--- config.mk ---
export PLATFORM = sky130hd
export DESIGN_NAME = iqfir_mac
export DESIGN_NICKNAME = d
export VERILOG_FILES = /design/src/hdl/assert_macros.svh /design/src/hdl/iqfir_pkg.sv /design/src/hdl/iqfir_mac.sv
export SDC_FILE = /design/constraint.sdc
export NUM_CORES = 2
export LEC_CHECK = 0
export ABC_AREA = 1
export BUFFER_PORTS_ARGS = -buffer_cell sky130_fd_sc_hd__buf_2
export CAP_MARGIN = 30
export CELL_PAD_IN_SITES_DETAIL_PLACEMENT = 1
export CELL_PAD_IN_SITES_GLOBAL_PLACEMENT = 1
export CORE_MARGIN = 3
export CORE_UTILIZATION = 40
export CTS_CLUSTER_SIZE = 25
export DETAILED_ROUTE_END_ITERATION = 10
export GPL_TIMING_DRIVEN = 0
export PLACE_DENSITY_LB_ADDON = 0.1
export SYNTH_ARGS = -nofsm -noshare
export SYNTH_HDL_FRONTEND = slang
export SYNTH_SLANG_ARGS = --single-unit
--- constraint.sdc ---
create_clock -name clk -period 8.05 [get_ports clk]
set_input_delay 0.805 -clock clk [delete_from_list [all_inputs] [get_ports clk]]
set_output_delay 0.805 -clock clk [all_outputs]
set_load 0.03 [all_outputs]
--- src/hdl/assert_macros.svh ---
// Assertion helpers for the RTL, included by iq_fir_filter_core.
// All checks are sampled on the rising edge of clk and held off while rst_n is low.
`ifndef ASSERT_MACROS_SVH
`define ASSERT_MACROS_SVH

// Condition or implication that must hold at every edge.
`define IQFIR_ASSERT(label, prop, msg) \
  label: assert property (@(posedge clk) disable iff (!rst_n) (prop)) else $error(msg);

// Trigger at one edge requires a condition at the next edge.
`define IQFIR_ASSERT_NEXT(label, trig, prop, msg) \
  label: assert property (@(posedge clk) disable iff (!rst_n) (trig) |=> (prop)) else $error(msg);

`endif

--- src/hdl/iqfir_pkg.sv ---
// ----------------------------------------------------------------------------
// iqfir_pkg
// Types, constants and rounding helper shared by the I/Q FIR filter modules.
// ----------------------------------------------------------------------------
package iqfir_pkg;

  localparam int DEF_MAX_TAPS = 256;
  localparam int COEF_W       = 16;
  localparam int SAMP_W       = 16;
  localparam int PROD_W       = COEF_W + SAMP_W;
  localparam int ACC_W        = 40;
  localparam int FRAC_W       = 15;
  localparam int TAPCNT_W     = 9;
  localparam int CIDX_W       = 8;

  // Item function codes
  localparam logic FUNC_LOAD   = 1'b0;
  localparam logic FUNC_SAMPLE = 1'b1;

  // Configuration register indexes
  localparam int CFG_IDX_W  = 1;
  localparam int CFG_DATA_W = TAPCNT_W;
  localparam logic [CFG_IDX_W-1:0] CFG_TAP_COUNT = 1'd0;
  localparam logic [CFG_IDX_W-1:0] CFG_QUAD_EN   = 1'd1;

  localparam logic [TAPCNT_W-1:0] TAP_COUNT_RST = 9'd256;

  localparam logic signed [SAMP_W-1:0] SAT_MAX = 16'sh7fff;
  localparam logic signed [SAMP_W-1:0] SAT_MIN = -16'sh8000;

  typedef struct packed {
    logic                     func;
    logic [CIDX_W-1:0]        coef_index;
    logic signed [COEF_W-1:0] coef_value;
    logic signed [SAMP_W-1:0] sample_i;
    logic signed [SAMP_W-1:0] sample_q;
  } in_item_t;

  typedef struct packed {
    logic signed [SAMP_W-1:0] result_i;
    logic signed [SAMP_W-1:0] result_q;
  } out_item_t;

  // Per-tap control that travels alongside the memory read data
  typedef struct packed {
    logic vld;
    logic live;   // delay line entry has been written
    logic first;
    logic last;
  } mac_ctl_t;

  typedef struct packed {
    logic done;     // last tap summed this cycle
    logic res_vld;  // rounded result waiting to be taken
  } mac_sts_t;

  // Round half up to Q1.15, then saturate to 16 bits.
  function automatic logic signed [SAMP_W-1:0] round_sat(input logic signed [ACC_W-1:0] a);
    logic signed [ACC_W:0]        v;
    logic signed [ACC_W-FRAC_W:0] q;
    logic signed [SAMP_W-1:0]     r;
    v = ACC_W'(a) + (ACC_W+1)'(1 << (FRAC_W - 1));
    q = $signed(v[ACC_W:FRAC_W]);
    if (q > SAT_MAX) begin
      r = SAT_MAX;
    end else if (q < SAT_MIN) begin
      r = SAT_MIN;
    end else begin
      r = q[SAMP_W-1:0];
    end
    return r;
  endfunction

endpackage

--- src/hdl/iqfir_mac.sv ---
// ----------------------------------------------------------------------------
// iqfir_mac
// Dual multiply-accumulate datapath: product stage, 40-bit accumulators,
// round/saturate stage holding the result until it is taken.
// ----------------------------------------------------------------------------
module iqfir_mac import iqfir_pkg::*; (
  input  logic                  clk,
  input  logic                  rst_n,
  input  mac_ctl_t              ctl,
  input  logic [COEF_W-1:0]     coef,
  input  logic [2*SAMP_W-1:0]   samp,
  input  logic                  quad_en,
  input  logic                  res_take,
  output mac_sts_t              sts,
  output out_item_t             res
);

  logic signed [COEF_W-1:0] coef_s;
  logic signed [SAMP_W-1:0] samp_i;
  logic signed [SAMP_W-1:0] samp_q;
  logic signed [PROD_W-1:0] prod_i;
  logic signed [PROD_W-1:0] prod_q;

  mac_ctl_t                 a_ctl_r;
  logic signed [PROD_W-1:0] pa_i_r;
  logic signed [PROD_W-1:0] pa_q_r;
  logic signed [ACC_W-1:0]  acc_i_r;
  logic signed [ACC_W-1:0]  acc_q_r;
  logic signed [ACC_W-1:0]  acc_i_nxt;
  logic signed [ACC_W-1:0]  acc_q_nxt;
  logic                     b_last_r;
  logic                     res_vld_r;
  out_item_t                res_r;

  assign coef_s = $signed(coef);
  assign samp_i = $signed(samp[SAMP_W-1:0]);
  assign samp_q = $signed(samp[2*SAMP_W-1:SAMP_W]);
  assign prod_i = coef_s * samp_i;
  assign prod_q = coef_s * samp_q;

  // Product stage; unwritten delay entries count as zero
  always_ff @(posedge clk) begin
    if (!rst_n) begin
      a_ctl_r <= '0;
    end else begin
      a_ctl_r <= ctl;
    end
  end

  always_ff @(posedge clk) begin
    pa_i_r <= ctl.live ? prod_i : '0;
    pa_q_r <= ctl.live ? prod_q : '0;
  end

  // Accumulate stage, wraps modulo 2^40
  assign acc_i_nxt = a_ctl_r.first ? ACC_W'(pa_i_r) : acc_i_r + ACC_W'(pa_i_r);
  assign acc_q_nxt = a_ctl_r.first ? ACC_W'(pa_q_r) : acc_q_r + ACC_W'(pa_q_r);

  always_ff @(posedge clk) begin
    if (a_ctl_r.vld) begin
      acc_i_r <= acc_i_nxt;
      acc_q_r <= acc_q_nxt;
    end
  end

  always_ff @(posedge clk) begin
    if (!rst_n) begin
      b_last_r <= 1'b0;
    end else begin
      b_last_r <= a_ctl_r.vld && a_ctl_r.last;
    end
  end

  // Round/saturate stage
  always_ff @(posedge clk) begin
    if (b_last_r) begin
      res_r.result_i <= round_sat(acc_i_r);
      res_r.result_q <= quad_en ? round_sat(acc_q_r) : '0;
    end
  end

  always_ff @(posedge clk) begin
    if (!rst_n) begin
      res_vld_r <= 1'b0;
    end else if (b_last_r) begin
      res_vld_r <= 1'b1;
    end else if (res_take) begin
      res_vld_r <= 1'b0;
    end
  end

  assign sts.done    = b_last_r;
  assign sts.res_vld = res_vld_r;
  assign res         = res_r;

endmodule

==> impl_results.md <==
* Outcome: completed
* PnR worst setup slack at between 1000 and 1500 ps
* Reg clk slew, reported paths at 80 ps
* Data arrival time of the worst path at around 7400 ps
* DR vias at 29,800
* Residual DRC count at 0
* Tightest Pin Transition at 986 ps
* Slowest cell on the critical path: fa_1
* Vias in the first global route at 32,600
* Place WS at 526 ps
* Post-synth top area share at 0.308
* Hold_buf cts at 0
* Worst EP required at 8410 ps
* Clk buf depth at 2
* CTS Buf Count at 17
* Crit start category: primary input
* Worst Skew at 13.2 ps
* Final instance area at 36,500 um^2
* Min Tclk post-route at 7050 ps
* Final setup viols at 0
* GP Congestion at 0.898
* Nets@finish at 5,585
* Maxcap violations at 0
* Crit-path max FO at 10
* Seq/Total Area, Yosys at 0.139
* Crit Path Class: in -> reg
* Syn Nets at ~5,500
* Final Hold Viols at 0
* Synth top cells by count: nand2_1, inv_1, fa_1
* Area Growth Syn to Fin at 6.84%
* Synth area leaders: fa_1, nand2_1, inv_1, edfxtp_1, ha_1
* Pre-Repair DR Iteration Count at 5
* Synthesized area at 34,200 um^2
* Worst skew pair latency at 480 ps
* Max-slew violations at 0
* Fmax at 142 MHz
* # port buffers at 57
* Routed wire length at 116,000 um
* # IOs at 90
* Critical Path End Type: register
* Class of the worst hold path: reg -> reg
* Max incr delay on CP at 910 ps
* Most frequent cell after synthesis: nand2_1
* Htree depth at 4
* ANT nets after route at 0
* Synth warnings at 0
* Setup repair bufs after CTS at 0
* Crit path cell chain: buf_2 -> clkbuf_1 -> nand2_1 -> inv_1 -> fa_1 -> fa_1 -> fa_1 -> fa_1 -> fa_1 -> inv_1 -> fa_1 -> inv_1 -> ha_1 -> nand2_1 -> o21ai_0 -> a21oi_1 -> o211ai_1 -> o21ai_0 -> a21oi_1
* Clock sink total at 181
* Die H at 298 um
* Rel. slew slack at 0.343
* Async SR Flop Fraction at 0
* Detail Placement HPWL at 101,000 um
* Post-Syn Area per Cell at 7.31 um^2
* Most frequent CP cell: fa_1
* Row cnt at 106
* RSZ-0062 raised after global routing: no
* Setup_tns at 0 ps
* Layout cells sized above 1 at 0.0377
* Die W at 298 um
* Average wire per standard cell at slightly below 20 um
* Initial antenna violation count at 3
* Iter 0 DRT Violations at 1,595
* Synth Register Bits at 181
* Post-place instance area at 36,000 um^2
* Yosys top cell by area: fa_1
* Via density per instance at ~5.0
* Clk root buf: clkbuf_16
* Largest net degree at the start of global routing at between 50 and 60
* First-pass GRT wire length at 183,000 um
* CTS tree: yes
* GRT Residual Overflow at 0
* Finished Core Util at 0.434
* Post-synth cell types at 47
* Post-Synthesis Cells at between 4,000 and 5,000
* Core area at roughly 84,000 um^2
* GRT Total Usage at 0.265
* Post-CTS resize count at 0
* Die area at 89,100 um^2
* Post-synth top flop: edfxtp_1
* Crit share post-route at 0.875
* Post-synth EDFFs at 112
* Initial Utilization at 0.406
==> state kept, by name, indices dropped and copies added, names as in the netlist <==
signal and flops:
a_ctl_r 3, acc_i_r 40, res_vld_r 1, acc_q_r 40, pa_q_r 32, b_last_r 1, pa_i_r 32, res 32
==> logic make-up after synthesis <==
| group | share of synthesized area |
|---|---|
| AO/OA/AOI/OAI | 0.0725 |
| XOR/XNOR | 0.0166 |
| adder cells (fa/ha/maj) | 0.397 |
| buffers and inverters | 0.143 |
| flip-flops | 0.139 |
| AND/OR/NAND/NOR | 0.232 |
==> critical path, delay by kind of cell <==
kind | cells | cell delay [ps]
AND/OR/NAND/NOR | 2 | 520
AO/OA/AOI/OAI | 5 | 1050
adder cells (fa/ha/maj) | 7 | 3900
buffers and inverters | 5 | 1110
==> metal layers <==
layer  global-route usage  vias up  share of wire  wire [um]
met4               0.0740        2          0.026       3060
met3               0.0234      138          0.032       3780
met5                    0        -        0.00016         19
met1                0.339    15000           0.44      51100
li1                     -    14200              -          -
met2                0.478      538           0.50      58400
==> per-stage QoR <==
step,cells,hold WS [ps]
6_report,5907,409
5_1_grt,5906,442
4_1_cts,5906,413
3_5_place_dp,5874,398
3_3_place_gp,5872,402
2_1_floorplan,4681,395
==> layout make-up <==
type                       instances  area (um^2)
fill                           10800        47700
multi-input combinational       3214        24600
sequential                       181         4750
inverter                        1145         4300
tap                             1134         1420
buffer                           141          586
clock buffer                      18          429
timing repair buffer              59          328
clock inverter                    14          155
antenna                            1         2.50
==> path summary, 6_finish.rpt <==
kind | start | cells after the start | end | slack, ps
worst min-delay path | a_ctl_r[0] | 2 | b_last_r | 410
worst max-delay path | coef[15] | 19 | pa_q_r[27] | 1000
worst max register to register | pa_q_r[0] | 13 | acc_q_r[22] | 4680
worst min register to register | a_ctl_r[0] | 2 | b_last_r | 410
==> placed cells by master, fill, tap and decap left out, types with 30 or more instances in the layout <==
| cell | instances |
|---|---|
| clkbuf_1 | 130 |
| nand2_1 | 1217 |
| nand3_1 | 196 |
| nand4_1 | 34 |
| a21oi_1 | 210 |
| xnor2_1 | 34 |
| inv_1 | 1141 |
| dfxtp_1 | 67 |
| o21ai_0 | 159 |
| ha_1 | 244 |
| edfxtp_1 | 112 |
| nor2_1 | 346 |
| nor3_1 | 30 |
| buf_2 | 58 |
| xor2_1 | 31 |
| fa_1 | 526 |
Power is not shown: default switching activity piles up to over one toggle a cycle in this logic, so the estimate is an artifact.
